<file path="src/hw/rtl/itrt_pkg.sv">
// itrt_pkg: shared types, constants and the control store for integer_to_radix_text.
// Holds the microcode ROM, step codes and character tables. No dependencies.
`default_nettype none

package itrt_pkg;

    localparam int STEP_W = 3;

    localparam logic [STEP_W-1:0] ST_IDLE  = 3'd0;
    localparam logic [STEP_W-1:0] ST_CHECK = 3'd1;
    localparam logic [STEP_W-1:0] ST_SIGN  = 3'd2;
    localparam logic [STEP_W-1:0] ST_POW   = 3'd3;
    localparam logic [STEP_W-1:0] ST_DIV   = 3'd4;
    localparam logic [STEP_W-1:0] ST_EMIT  = 3'd5;
    localparam logic [STEP_W-1:0] ST_BAD   = 3'd6;

    localparam logic [5:0] RADIX_RESET = 6'd10;
    localparam logic [5:0] RADIX_MIN   = 6'd2;
    localparam logic [5:0] RADIX_MAX   = 6'd36;
    localparam logic [3:0] BAD_LAST    = 4'd12;
    localparam logic [2:0] DIG_TOP     = 3'd5;
    localparam logic [6:0] CHAR_MINUS  = 7'h2D;

    typedef enum logic [1:0] {
        EMIT_NONE,
        EMIT_SIGN,
        EMIT_DIGIT,
        EMIT_BAD
    } emit_t;

    typedef enum logic [2:0] {
        C_ALWAYS,
        C_FIRE,
        C_RADIX_BAD,
        C_POW_DONE,
        C_BIT_ZERO,
        C_CNT_ZERO,
        C_BAD_LAST
    } cond_t;

    typedef struct packed {
        logic              ready;
        logic              pow_op;
        logic              div_op;
        emit_t             emit;
        cond_t             cond;
        logic [STEP_W-1:0] jump_t;
        logic [STEP_W-1:0] jump_f;
    } ucode_t;

    function automatic ucode_t ucode_rom(input logic [STEP_W-1:0] step);
        ucode_t cw;
        cw = '{ready: 1'b0, pow_op: 1'b0, div_op: 1'b0, emit: EMIT_NONE,
               cond: C_ALWAYS, jump_t: ST_IDLE, jump_f: ST_IDLE};
        case (step)
            ST_IDLE:
            begin
                cw.ready  = 1'b1;
                cw.cond   = C_FIRE;
                cw.jump_t = ST_CHECK;
                cw.jump_f = ST_IDLE;
            end
            ST_CHECK:
            begin
                cw.cond   = C_RADIX_BAD;
                cw.jump_t = ST_BAD;
                cw.jump_f = ST_SIGN;
            end
            ST_SIGN:
            begin
                cw.emit   = EMIT_SIGN;
                cw.jump_t = ST_POW;
            end
            ST_POW:
            begin
                cw.pow_op = 1'b1;
                cw.cond   = C_POW_DONE;
                cw.jump_t = ST_DIV;
                cw.jump_f = ST_POW;
            end
            ST_DIV:
            begin
                cw.div_op = 1'b1;
                cw.cond   = C_BIT_ZERO;
                cw.jump_t = ST_EMIT;
                cw.jump_f = ST_DIV;
            end
            ST_EMIT:
            begin
                cw.emit   = EMIT_DIGIT;
                cw.cond   = C_CNT_ZERO;
                cw.jump_t = ST_IDLE;
                cw.jump_f = ST_DIV;
            end
            ST_BAD:
            begin
                cw.emit   = EMIT_BAD;
                cw.cond   = C_BAD_LAST;
                cw.jump_t = ST_IDLE;
                cw.jump_f = ST_BAD;
            end
            default:
            begin
                cw.jump_t = ST_IDLE;
            end
        endcase
        return cw;
    endfunction

    function automatic logic [6:0] digit_char(input logic [5:0] d);
        logic [6:0] code;
        if (d < 6'd10)
        begin
            code = 7'h30 + {1'b0, d};
        end
        else
        begin
            code = 7'h37 + {1'b0, d};
        end
        return code;
    endfunction

    function automatic logic [6:0] bad_char(input logic [3:0] idx);
        logic [6:0] code;
        case (idx)
            4'd0:    code = 7'h49;
            4'd1:    code = 7'h6E;
            4'd2:    code = 7'h76;
            4'd3:    code = 7'h61;
            4'd4:    code = 7'h6C;
            4'd5:    code = 7'h69;
            4'd6:    code = 7'h64;
            4'd7:    code = 7'h20;
            4'd8:    code = 7'h62;
            4'd9:    code = 7'h61;
            4'd10:   code = 7'h73;
            4'd11:   code = 7'h65;
            default: code = 7'h21;
        endcase
        return code;
    endfunction

endpackage

`default_nettype wire

</file>
<file path="src/hw/rtl/itrt_ifs.sv">
// itrt_ifs: valid/ready channel interfaces for the number input and the character output.
// Depends on nothing.
`default_nettype none

interface itrt_number_if #(
    parameter int WIDTH = 32
);
    logic                    valid;
    logic                    ready;
    logic signed [WIDTH-1:0] number;

    modport source (output valid, output number, input ready);
    modport sink   (input valid, input number, output ready);
endinterface

interface itrt_char_if;
    logic       valid;
    logic       ready;
    logic [6:0] char_code;
    logic       last_char;
    logic       bad_radix;

    modport source (output valid, output char_code, output last_char, output bad_radix,
                    input ready);
    modport sink   (input valid, input char_code, input last_char, input bad_radix,
                    output ready);
endinterface

`default_nettype wire

</file>
<file path="src/hw/rtl/itrt_ram.sv">
// itrt_ram: generic single-write, single-read RAM with registered read data.
// Depends on nothing.
`default_nettype none

module itrt_ram #(
    parameter int WIDTH = 32,
    parameter int DEPTH = 32
) (
    input  wire logic                     clk,
    input  wire logic                     we,
    input  wire logic [$clog2(DEPTH)-1:0] waddr,
    input  wire logic [WIDTH-1:0]         wdata,
    input  wire logic [$clog2(DEPTH)-1:0] raddr,
    output      logic [WIDTH-1:0]         rdata
);

    logic [WIDTH-1:0] mem [DEPTH];

    always_ff @(posedge clk)
    begin
        if (we)
        begin
            mem[waddr] <= wdata;
        end
        rdata <= mem[raddr];
    end

endmodule

`default_nettype wire

</file>
<file path="src/hw/rtl/integer_to_radix_text.sv">
// integer_to_radix_text: signed integer to ASCII text in base 2..36, most significant first.
// Microcoded sequencer over itrt_pkg control store; uses itrt_ifs and itrt_ram.
// Per number: setup steps (accept, base check, sign step), then one power-search step per digit
// of the result, then per digit 6 shift-subtract steps plus 1 output step.
// One number at a time; output stalls hold the sequencer. Reset: radix 10, sequencer idle.
`default_nettype none

module integer_to_radix_text #(
    parameter int WORD_BITS = 32
) (
    input  wire logic       clk,
    input  wire logic       rst_n,
    input  wire logic       radix_we,
    input  wire logic [5:0] radix_wdata,
    itrt_number_if.sink     number_ch,
    itrt_char_if.source     char_ch
);

    localparam int CNT_W  = $clog2(WORD_BITS);
    localparam int PROD_W = WORD_BITS + 6;
    localparam int SHF_W  = WORD_BITS + 5;

    logic [5:0]                 radix_reg;
    logic [itrt_pkg::STEP_W-1:0] step_reg, step_next;
    logic [WORD_BITS-1:0]       mag_reg, mag_next;
    logic [WORD_BITS-1:0]       pow_reg, pow_next;
    logic [CNT_W-1:0]           cnt_reg, cnt_next;
    logic [2:0]                 bit_reg, bit_next;
    logic [5:0]                 dig_reg, dig_next;
    logic                       neg_reg, neg_next;
    logic [3:0]                 idx_reg, idx_next;
    logic                       out_valid_reg, out_valid_next;
    logic [6:0]                 out_char_reg, out_char_next;
    logic                       out_last_reg, out_last_next;
    logic                       out_bad_reg, out_bad_next;

    itrt_pkg::ucode_t           cw;
    logic                       in_fire;
    logic                       radix_bad;
    logic                       slot_free;
    logic                       emit_active;
    logic                       advance;
    logic                       cond_hit;
    logic [PROD_W-1:0]          prod;
    logic                       pow_done;
    logic [SHF_W-1:0]           shifted;
    logic                       take;
    logic [WORD_BITS-1:0]       pow_rdata;
    logic [CNT_W-1:0]           rd_addr;

    assign cw        = itrt_pkg::ucode_rom(step_reg);
    assign in_fire   = number_ch.valid && number_ch.ready;
    assign radix_bad = (radix_reg < itrt_pkg::RADIX_MIN) || (radix_reg > itrt_pkg::RADIX_MAX);
    assign slot_free = !out_valid_reg || char_ch.ready;
    assign emit_active = (cw.emit == itrt_pkg::EMIT_DIGIT) || (cw.emit == itrt_pkg::EMIT_BAD)
                         || ((cw.emit == itrt_pkg::EMIT_SIGN) && neg_reg);
    assign advance   = !emit_active || slot_free;

    assign prod     = PROD_W'(pow_reg) * PROD_W'(radix_reg);
    assign pow_done = prod > PROD_W'(mag_reg);
    assign shifted  = SHF_W'(pow_reg) << bit_reg;
    assign take     = shifted <= SHF_W'(mag_reg);
    assign rd_addr  = cnt_reg - CNT_W'(1);

    assign number_ch.ready   = cw.ready;
    assign char_ch.valid     = out_valid_reg;
    assign char_ch.char_code = out_char_reg;
    assign char_ch.last_char = out_last_reg;
    assign char_ch.bad_radix = out_bad_reg;

    itrt_ram #(
        .WIDTH (WORD_BITS),
        .DEPTH (WORD_BITS)
    ) u_pow_ram (
        .clk   (clk),
        .we    (cw.pow_op),
        .waddr (cnt_reg),
        .wdata (pow_reg),
        .raddr (rd_addr),
        .rdata (pow_rdata)
    );

    always_comb
    begin
        case (cw.cond)
            itrt_pkg::C_ALWAYS:    cond_hit = 1'b1;
            itrt_pkg::C_FIRE:      cond_hit = in_fire;
            itrt_pkg::C_RADIX_BAD: cond_hit = radix_bad;
            itrt_pkg::C_POW_DONE:  cond_hit = pow_done;
            itrt_pkg::C_BIT_ZERO:  cond_hit = (bit_reg == 3'd0);
            itrt_pkg::C_CNT_ZERO:  cond_hit = (cnt_reg == '0);
            itrt_pkg::C_BAD_LAST:  cond_hit = (idx_reg == itrt_pkg::BAD_LAST);
            default:               cond_hit = 1'b1;
        endcase
    end

    always_comb
    begin
        step_next      = step_reg;
        mag_next       = mag_reg;
        pow_next       = pow_reg;
        cnt_next       = cnt_reg;
        bit_next       = bit_reg;
        dig_next       = dig_reg;
        neg_next       = neg_reg;
        idx_next       = idx_reg;
        out_valid_next = out_valid_reg && !char_ch.ready;
        out_char_next  = out_char_reg;
        out_last_next  = out_last_reg;
        out_bad_next   = out_bad_reg;

        if (advance)
        begin
            step_next = cond_hit ? cw.jump_t : cw.jump_f;
        end

        if (in_fire)
        begin
            neg_next = number_ch.number[WORD_BITS-1];
            mag_next = number_ch.number[WORD_BITS-1] ? (~number_ch.number + WORD_BITS'(1))
                                                     : number_ch.number;
            pow_next = WORD_BITS'(1);
            cnt_next = '0;
            idx_next = '0;
        end

        if (cw.pow_op)
        begin
            bit_next = itrt_pkg::DIG_TOP;
            dig_next = '0;
            if (!pow_done)
            begin
                pow_next = prod[WORD_BITS-1:0];
                cnt_next = cnt_reg + CNT_W'(1);
            end
        end

        if (cw.div_op)
        begin
            bit_next = bit_reg - 3'd1;
            if (take)
            begin
                mag_next = mag_reg - shifted[WORD_BITS-1:0];
                dig_next[bit_reg] = 1'b1;
            end
        end

        if (emit_active && slot_free)
        begin
            out_valid_next = 1'b1;
            case (cw.emit)
                itrt_pkg::EMIT_SIGN:
                begin
                    out_char_next = itrt_pkg::CHAR_MINUS;
                    out_last_next = 1'b0;
                    out_bad_next  = 1'b0;
                end
                itrt_pkg::EMIT_DIGIT:
                begin
                    out_char_next = itrt_pkg::digit_char(dig_reg);
                    out_last_next = (cnt_reg == '0);
                    out_bad_next  = 1'b0;
                    bit_next      = itrt_pkg::DIG_TOP;
                    dig_next      = '0;
                    if (cnt_reg != '0)
                    begin
                        cnt_next = cnt_reg - CNT_W'(1);
                        pow_next = pow_rdata;
                    end
                end
                itrt_pkg::EMIT_BAD:
                begin
                    out_char_next = itrt_pkg::bad_char(idx_reg);
                    out_last_next = (idx_reg == itrt_pkg::BAD_LAST);
                    out_bad_next  = 1'b1;
                    idx_next      = idx_reg + 4'd1;
                end
                default:
                begin
                    out_valid_next = out_valid_reg && !char_ch.ready;
                end
            endcase
        end
    end

    always_ff @(posedge clk or negedge rst_n)
    begin
        if (!rst_n)
        begin
            radix_reg     <= itrt_pkg::RADIX_RESET;
            step_reg      <= itrt_pkg::ST_IDLE;
            out_valid_reg <= 1'b0;
        end
        else
        begin
            if (radix_we)
            begin
                radix_reg <= radix_wdata;
            end
            step_reg      <= step_next;
            out_valid_reg <= out_valid_next;
        end
    end

    always_ff @(posedge clk)
    begin
        mag_reg      <= mag_next;
        pow_reg      <= pow_next;
        cnt_reg      <= cnt_next;
        bit_reg      <= bit_next;
        dig_reg      <= dig_next;
        neg_reg      <= neg_next;
        idx_reg      <= idx_next;
        out_char_reg <= out_char_next;
        out_last_reg <= out_last_next;
        out_bad_reg  <= out_bad_next;
    end

    a_digit_below_radix: assert property (@(posedge clk) disable iff (!rst_n)
        (step_reg == itrt_pkg::ST_EMIT) |-> (dig_reg < radix_reg))
        else $error("quotient digit not below radix");

    a_bad_flag_only_bad_radix: assert property (@(posedge clk) disable iff (!rst_n)
        (out_valid_reg && out_bad_reg) |-> radix_bad)
        else $error("error text with valid radix");

    a_accept_goes_check: assert property (@(posedge clk) disable iff (!rst_n)
        in_fire |=> (step_reg == itrt_pkg::ST_CHECK))
        else $error("sequencer did not leave idle on transaction");

endmodule

`default_nettype wire
</file>
<file path="src/flat_wrapper.sv">
// flat-port wrapper written by rule: the top's interface ports become plain ports
module integer_to_radix_text_flat 
#(
    parameter int WORD_BITS = 32
)
  (clk, rst_n, radix_we, radix_wdata, number_ch_valid, number_ch_number, number_ch_ready, char_ch_valid, char_ch_char_code, char_ch_last_char, char_ch_bad_radix, char_ch_ready);
  itrt_number_if number_ch_i ();
  itrt_char_if char_ch_i ();
  input  wire logic clk;
  input  wire logic rst_n;
  input  wire logic radix_we;
  input  wire logic [5:0] radix_wdata;
  input wire logic [$bits(number_ch_i.valid)-1:0] number_ch_valid;
  input wire logic [$bits(number_ch_i.number)-1:0] number_ch_number;
  output wire logic [$bits(number_ch_i.ready)-1:0] number_ch_ready;
  output wire logic [$bits(char_ch_i.valid)-1:0] char_ch_valid;
  output wire logic [$bits(char_ch_i.char_code)-1:0] char_ch_char_code;
  output wire logic [$bits(char_ch_i.last_char)-1:0] char_ch_last_char;
  output wire logic [$bits(char_ch_i.bad_radix)-1:0] char_ch_bad_radix;
  input wire logic [$bits(char_ch_i.ready)-1:0] char_ch_ready;
  assign number_ch_i.valid = number_ch_valid;
  assign number_ch_i.number = number_ch_number;
  assign number_ch_ready = number_ch_i.ready;
  assign char_ch_valid = char_ch_i.valid;
  assign char_ch_char_code = char_ch_i.char_code;
  assign char_ch_last_char = char_ch_i.last_char;
  assign char_ch_bad_radix = char_ch_i.bad_radix;
  assign char_ch_i.ready = char_ch_ready;
  integer_to_radix_text #(.WORD_BITS(WORD_BITS)) u_core (.clk(clk), .rst_n(rst_n), .radix_we(radix_we), .radix_wdata(radix_wdata), .number_ch(number_ch_i), .char_ch(char_ch_i));
endmodule
</file>
<file path="config.mk">
export PLATFORM = sky130hd
export DESIGN_NAME = integer_to_radix_text_flat
export DESIGN_NICKNAME = d
export VERILOG_FILES = /design/src/hw/rtl/itrt_pkg.sv /design/src/hw/rtl/itrt_ifs.sv /design/src/hw/rtl/itrt_ram.sv /design/src/hw/rtl/integer_to_radix_text.sv /design/src/flat_wrapper.sv
export SDC_FILE = /design/constraint.sdc
export NUM_CORES = 2
export LEC_CHECK = 0
export BUFFER_PORTS_ARGS = -buffer_cell sky130_fd_sc_hd__clkbuf_2
export CAP_MARGIN = 15
export CORE_UTILIZATION = 50
export CTS_CLUSTER_DIAMETER = 120
export CTS_CLUSTER_SIZE = 28
export DETAILED_ROUTE_END_ITERATION = 8
export PLACE_DENSITY = 0.65
export SLEW_MARGIN = 0
export SYNTH_ARGS = -nofsm -noshare
export SYNTH_HDL_FRONTEND = slang
export SYNTH_HIERARCHICAL = 1
export SYNTH_SLANG_ARGS = --single-unit
</file>
<file path="constraint.sdc">
create_clock -name clk -period 15.2 [get_ports clk]
set_input_delay 0.76 -clock clk [delete_from_list [all_inputs] [get_ports clk]]
set_output_delay 0.76 -clock clk [all_outputs]
set_load 0.005 [all_outputs]
</file>
* Word-level counts from Yosys, hierarchy flattened *
Memories as Yosys holds them, arrays and structs flattened. A register that Yosys moved wholly into a read port is not among the register bits.
Index checks and enable logic that the tools add are counted.

storage, ports and cells
  output and inout bits = 11
  logic and storage cells = 121
  register bits after elaboration = 102
  memories = 2
  bits in read-only memories = 112
  bits of input ports = 43
  RAM bits = 1024

memory list
  memory                depth  width  rd ports  clocked after memory_dff  write ports  RTL line         text
  u_core.u_pow_ram.mem  32     32     1         1                         1            itrt_ram.sv:17   logic [WIDTH-1:0] mem [DEPTH];
  (no name shown)       16     7      1         1                         0            itrt_pkg.sv:125  case (idx)

cells by class
  bitwise gates (word level) = 2
  shifts and indexed selects = 1
  reductions and logical operators = 24
  multiply operators = 1
  eq/ne operators = 16
  add/subtract/negate cells = 8
  mux-type cells = 47
  $lt $le $gt $ge = 7

operators by type and width
  cell                     number
  $mux W32                 10
  $gt A38 B32 Y1           1
  $mul A32 B6 Y38          1
  $le A37 B32 Y1           1
  $shl A32 B3 Y37          1
  $add A32 B2 Y32 const B  1
  $not A32 Y32             1
  $sub A32 B32 Y32         1
  $mux W5                  6
  $mux W6                  5
  $pmux W7 S3              1
  $eq A3 B3 Y1 const B     6
  $pmux W3 S6              1
  $mux W3                  5
  $pmux W3 S5              1
  $add A6 B6 Y7 const A    2
  $eq A3 B2 Y1 const B     4
  $mux W4                  3
  $pmux W3 S4              1
  $mux W1                  8
  $mux W7                  1
  $eq A3 B1 Y1 const B     2
  $gt A6 B6 Y1 const B     1
  $logic_not A3 Y1         2
  other kinds (27)         40

* Logic depth before layout (Yosys ltp) *
  word-level depth = 9
  depth in mapped cells = 33
  gate-level depth less buffers = 29

* By module *
Netlist, hierarchy kept.

by module, submodules not included
  module                 area each (um^2)  cells each  times used  sequential area each (um^2)
  itrt_ram               40485.1           2260        1           31390.1
  integer_to_radix_text  15828.9           2024        1           2334.7

* Worst setup path before layout *
OpenSTA, ideal clock, no wires.

  path kind = register to register
  start = register u_core.pow_reg[8]
  end = register u_core.cnt_reg[4]
  arrival = 7.209 ns
  cell stages (with the launch flop) = 28
  clock period less this slack = 7.325 ns
  library setup time = 0.116 ns
  buffers on the path = 1
  setup slack = 7.875 ns
  required time = 15.084 ns
  cell sequence = dfxtp_1 clkbuf_1 and2_1 fa_1 fa_1 inv_1 fa_1 inv_1 ha_1 a211oi_1 o21ai_0 a31o_2 a21oi_1 a21oi_1 a31oi_1 xnor2_1 ha_1 a21o_1 a21o_1 a211oi_1 o221ai_1 a2111oi_0 nor2_1 nor4_1 nand4_1 nor2_2 mux2_2 a31o_2

between the ends
  cells in the longest elaborated chain, start to end = 7

ends and longest elaborated chain
  what                          RTL line                      text
  start, declared               integer_to_radix_text.sv:26   logic [WORD_BITS-1:0] pow_reg, pow_next;
  start signal, assigned        integer_to_radix_text.sv:208  pow_reg <= pow_next;
  $mul A32 B6 Y38 (*)           integer_to_radix_text.sv:59   assign prod = PROD_W'(pow_reg) * PROD_W'(radix_reg);
  $gt A38 B32 Y1 (*)            integer_to_radix_text.sv:60   assign pow_done = prod > PROD_W'(mag_reg);
  $mux W5 (*)                   integer_to_radix_text.sv:131  if (!pow_done)
  $mux W5 (*)                   integer_to_radix_text.sv:127  if (cw.pow_op)
  $mux W5                       integer_to_radix_text.sv:165  if (cnt_reg != '0)
  $mux W5                       integer_to_radix_text.sv:151  case (cw.emit)
  $mux W5 (*)                   integer_to_radix_text.sv:148  if (emit_active && slot_free)
  named net u_core.cnt_next[4]  integer_to_radix_text.sv:27   logic [CNT_W-1:0] cnt_reg, cnt_next;
  end signal, assigned          integer_to_radix_text.sv:209  cnt_reg <= cnt_next;
  end, declared                 integer_to_radix_text.sv:27

Mark *: on every way through the listed nets, which the timed path passes. The rest lies on a longest branch.
A chain may end at the register's enable or synchronous reset.

* Worst setup path after layout *
  start = register u_core.radix_reg[1]
  end = register u_core.cnt_reg[4]

between the ends
  cells in the longest elaborated chain, start to end = 7

ends and longest elaborated chain
  what                          RTL line                      text
  start, declared               integer_to_radix_text.sv:23   logic [5:0] radix_reg;
  start signal, assigned        integer_to_radix_text.sv:190  radix_reg <= itrt_pkg::RADIX_RESET;
  start signal, assigned        integer_to_radix_text.sv:198  radix_reg <= radix_wdata;
  $mul A32 B6 Y38 (*)           integer_to_radix_text.sv:59
  $gt A38 B32 Y1 (*)            integer_to_radix_text.sv:60
  $mux W5 (*)                   integer_to_radix_text.sv:131
  $mux W5 (*)                   integer_to_radix_text.sv:127
  $mux W5                       integer_to_radix_text.sv:165
  $mux W5                       integer_to_radix_text.sv:151
  $mux W5 (*)                   integer_to_radix_text.sv:148
  named net u_core.cnt_next[4]  integer_to_radix_text.sv:27

Marks and branches as above.

==> flow_metrics.env <==
export IMPL_grt_use_met1=0.349
export IMPL_top_register="u_core/u_pow_ram/mem"
export IMPL_grt_pass1_wl_mm=212
export IMPL_die_w_um=338
export IMPL_r2r_slack_ns=5.97
export IMPL_hpwl_mm=83.9
export IMPL_wl_per_cell_um=24.5
export IMPL_routed_wl_mm=142
export IMPL_tightest_slew_ns=1.09
export IMPL_cp_start_kind="flip-flop"
export IMPL_drt_iter0_drc=3077
export IMPL_layout_cells_most_common="edfxtp_1"
export IMPL_clock_root_buffer="clkbuf_16"
export IMPL_reg2reg_depth=27
export IMPL_hold_path_depth=2
export IMPL_final_nets=4567
export IMPL_ys_flop_type="edfxtp_1"
export IMPL_gr_max_usage_layer="met2"
export IMPL_min_to="u_core/radix_reg[0]$_DFFE_PN0P_"
export IMPL_vias=34204
export IMPL_synth_top_area_share=0.551
export IMPL_fin_crit_ns=9.23
export IMPL_clk_latency_ns=0.69
export IMPL_worst_endpoint_required_ns=15.79
export IMPL_power_leakage_uw=0.0238
export IMPL_seq_area_frac_synth=0.599
export IMPL_ys_seq_elements=1165
export IMPL_ys_warnings_count=6
export IMPL_grt_use_met3=0.0261
export IMPL_initial_core_util=0.507
export IMPL_synthDistinctLibCells=80
export IMPL_arrival_ns=9.82
export IMPL_cts_tree="done"
export IMPL_gp_congestion=0.894
export IMPL_crit_type="flip-flop to flip-flop"
export IMPL_drive_gt1_frac=0.0697
export IMPL_maxSlewViolCount=0
export IMPL_die_area_um2=114000
export IMPL_io_buffer_count=53
export IMPL_r2r_end="u_core/cnt_reg[4]$_DFF_P_"
export IMPL_antenna_found_initial=2
export IMPL_max_cap_violations=0
export IMPL_grt_total_usage=0.250
export IMPL_via_per_inst=5.92
export IMPL_asyncSetResetFlopFracSynth=0.00858
export IMPL_synth_nets=4605
export IMPL_timing_fmax_mhz=108
export IMPL_grt_start_max_net_pins=123
export IMPL_die_h_um=338
export IMPL_finalSetupViolations=0
export IMPL_use_met2=0.428
export IMPL_cp_common_cell="fa_1"
export IMPL_rr_startpoint="u_core/radix_reg[1]$_DFFE_PN1P_"
export IMPL_postRouteAntennaNets=0
export IMPL_final_hold_viol_count=0
export IMPL_path_clk_slew_ns=0.11
export IMPL_power_uw=11500
export IMPL_vdd_drop_max_v=0.000156
export IMPL_cts_buffers=50
export IMPL_rsz0062_at_grt="no"
export IMPL_outcome="finished, final reports clean"
export IMPL_fin_tns_setup_ns=0
export IMPL_cpPeakStageDelay_ns=1.06
export IMPL_fin_crit_sh=0.607
export IMPL_row_count=122
export IMPL_skew_ns=0.0282
export IMPL_clock_path_buffers=3
export IMPL_power_density_nw_per_um2=192
export IMPL_slew_headroom=0.274
export IMPL_min_path_type="input pin to flip-flop"
export IMPL_core_area_um2=111000
export IMPL_cpMaxStageDelayCell="dfstp_2"
export IMPL_gr_total_overflow=0
export IMPL_first_pass_iters=5
export IMPL_grt_pass1_vias=33466
export IMPL_syn_area_um2=56300
export IMPL_mostFrequentLayoutCells="edfxtp_1 (1034), mux2i_1 (551), nand2_1 (323), inv_1 (250), a21oi_1 (227)"
export IMPL_syn_to_final_growth_pct=6.34
export IMPL_syn_avg_cell_area_um2=13.1
export IMPL_synth_edff_count=1034
export IMPL_synthTopCellsByArea="edfxtp_1 (55%), mux2i_1 (9.8%), fa_1 (4.3%)"
export IMPL_drcViolationCount=0
export IMPL_yosys_area_top_type="edfxtp_1"
export IMPL_synthCells=4284
export IMPL_largest_reg_flops=1024
export IMPL_post_cts_buffers=0
export IMPL_cp_max_fo=35
export IMPL_htreeDepth=2
export IMPL_critPathCaptureType="flip-flop"
export IMPL_pin_count=54
export IMPL_clock_sinks=1165
export IMPL_min_delay_start="radix_wdata[0]"
-- critical path, delay by kind of cell, from the launching register on --
family | cells | cell delay, ns
simple gates | 6 | 2.10
xor+xnor | 1 | 0.19
fa+ha+maj | 5 | 2.04
compound gates | 11 | 2.99
buf+inv | 3 | 0.41
mux | 1 | 0.34
flops | 1 | 1.06
-- Yosys cell counts (5+ instances only) --
library cell,n
dfrtp_1,8
a22o_1,64
dfxtp_1,121
a211oi_1,16
mux4_2,16
buf_6,15
clkbuf_1,136
and3_1,9
o31ai_1,16
nand4_1,19
nor2_1,158
a21oi_1,228
mux2_2,12
a211o_1,5
o21ai_0,107
buf_2,32
xor2_1,42
a31oi_1,60
mux2i_1,551
o21bai_1,10
xnor2_1,43
nand3_1,139
nor3_1,50
nand3b_1,9
o22ai_1,8
fa_1,122
or4_1,6
and2_1,170
buf_4,35
nand2_1,324
edfxtp_1,1034
o211ai_1,7
o21a_1,15
inv_1,251
nor2b_1,23
nand2b_1,22
a22oi_1,100
a21o_1,44
buf_1,18
o21ai_1,7
ha_1,156
-- cell type report --
class	instances	area, µm²
diodes	3	7.51
clock buffers	85	1380
clock inverters	8	156
fillers	9390	51200
inverters	253	957
multi-input cells	2628	20700
flip-flops and latches	1165	33700
well taps	1488	1860
repair buffers	148	1060
-- power by group --
part / switching [µW] / internal (µW)
Clock: 992 / 650
Sequential: 199 / 3900
Combinational: 3730 / 2060
-- what timing repair did --
action | in CTS | in global routing
hold buffers | 1 | 0
resized for setup | 0 | 0
endpoints found under the hold margin | 8 | 0
-- metrics by stage --
stage	util	cells	hold slack (ns)	worst slack [ns]	cell area (µm²)
4_1_cts	0.538	5773	0.275	5.98	59800
6_report	0.539	5778	0.312	5.97	59900
3_3_place_gp	0.524	5679	0.416	6.18	58300
5_1_grt	0.539	5775	0.283	5.45	59900
2_1_floorplan	-	4284	0.401	7.88	56300
3_5_place_dp	0.524	5679	0.422	6.00	58300
-- worst max path at each step --
stage | end | depth (start not counted) | slack, ns | start
floorplan | u_core/cnt_reg[4]$_DFF_P_ | 27 | 7.88 | u_core/pow_reg[8]$_DFF_P_
global placement | u_core/cnt_reg[4]$_DFF_P_ | 27 | 6.18 | u_core/pow_reg[9]$_DFF_P_
detailed placement | u_core/cnt_reg[4]$_DFF_P_ | 27 | 6.00 | u_core/pow_reg[7]$_DFF_P_
CTS | u_core/cnt_reg[4]$_DFF_P_ | 27 | 5.98 | u_core/pow_reg[7]$_DFF_P_
global route | u_core/cnt_reg[4]$_DFF_P_ | 26 | 5.45 | u_core/radix_reg[3]$_DFFE_PN1P_
finish | u_core/cnt_reg[4]$_DFF_P_ | 27 | 5.97 | u_core/radix_reg[1]$_DFFE_PN1P_
-- routing by layer --
| layer | part of all wire | vias to the layer above |
|---|---|---|
| met1 | 0.43 | 17466 |
| met3 | 0.059 | 121 |
| met4 | 0.013 | 2 |
| met2 | 0.49 | 1055 |
| met5 | 0.000092 | - |
| li1 | - | 15560 |
-- cell families (layout without fill, tap and decap cells) --
family / Yosys count / count (layout) / share of synthesized area
flip-flops: 1165 / 1165 / 0.599
AND/OR/NAND/NOR: 961 / 961 / 0.0825
AO/OA/AOI/OAI: 725 / 725 / 0.0827
multiplexers: 579 / 579 / 0.107
buffers and inverters: 491 / 494 / 0.0379
adder cells (fa/ha/maj): 278 / 278 / 0.0780
XOR/XNOR: 85 / 85 / 0.0132
other: 0 / 3 / 0
Note: power is estimated with default switching activity, not from simulation.
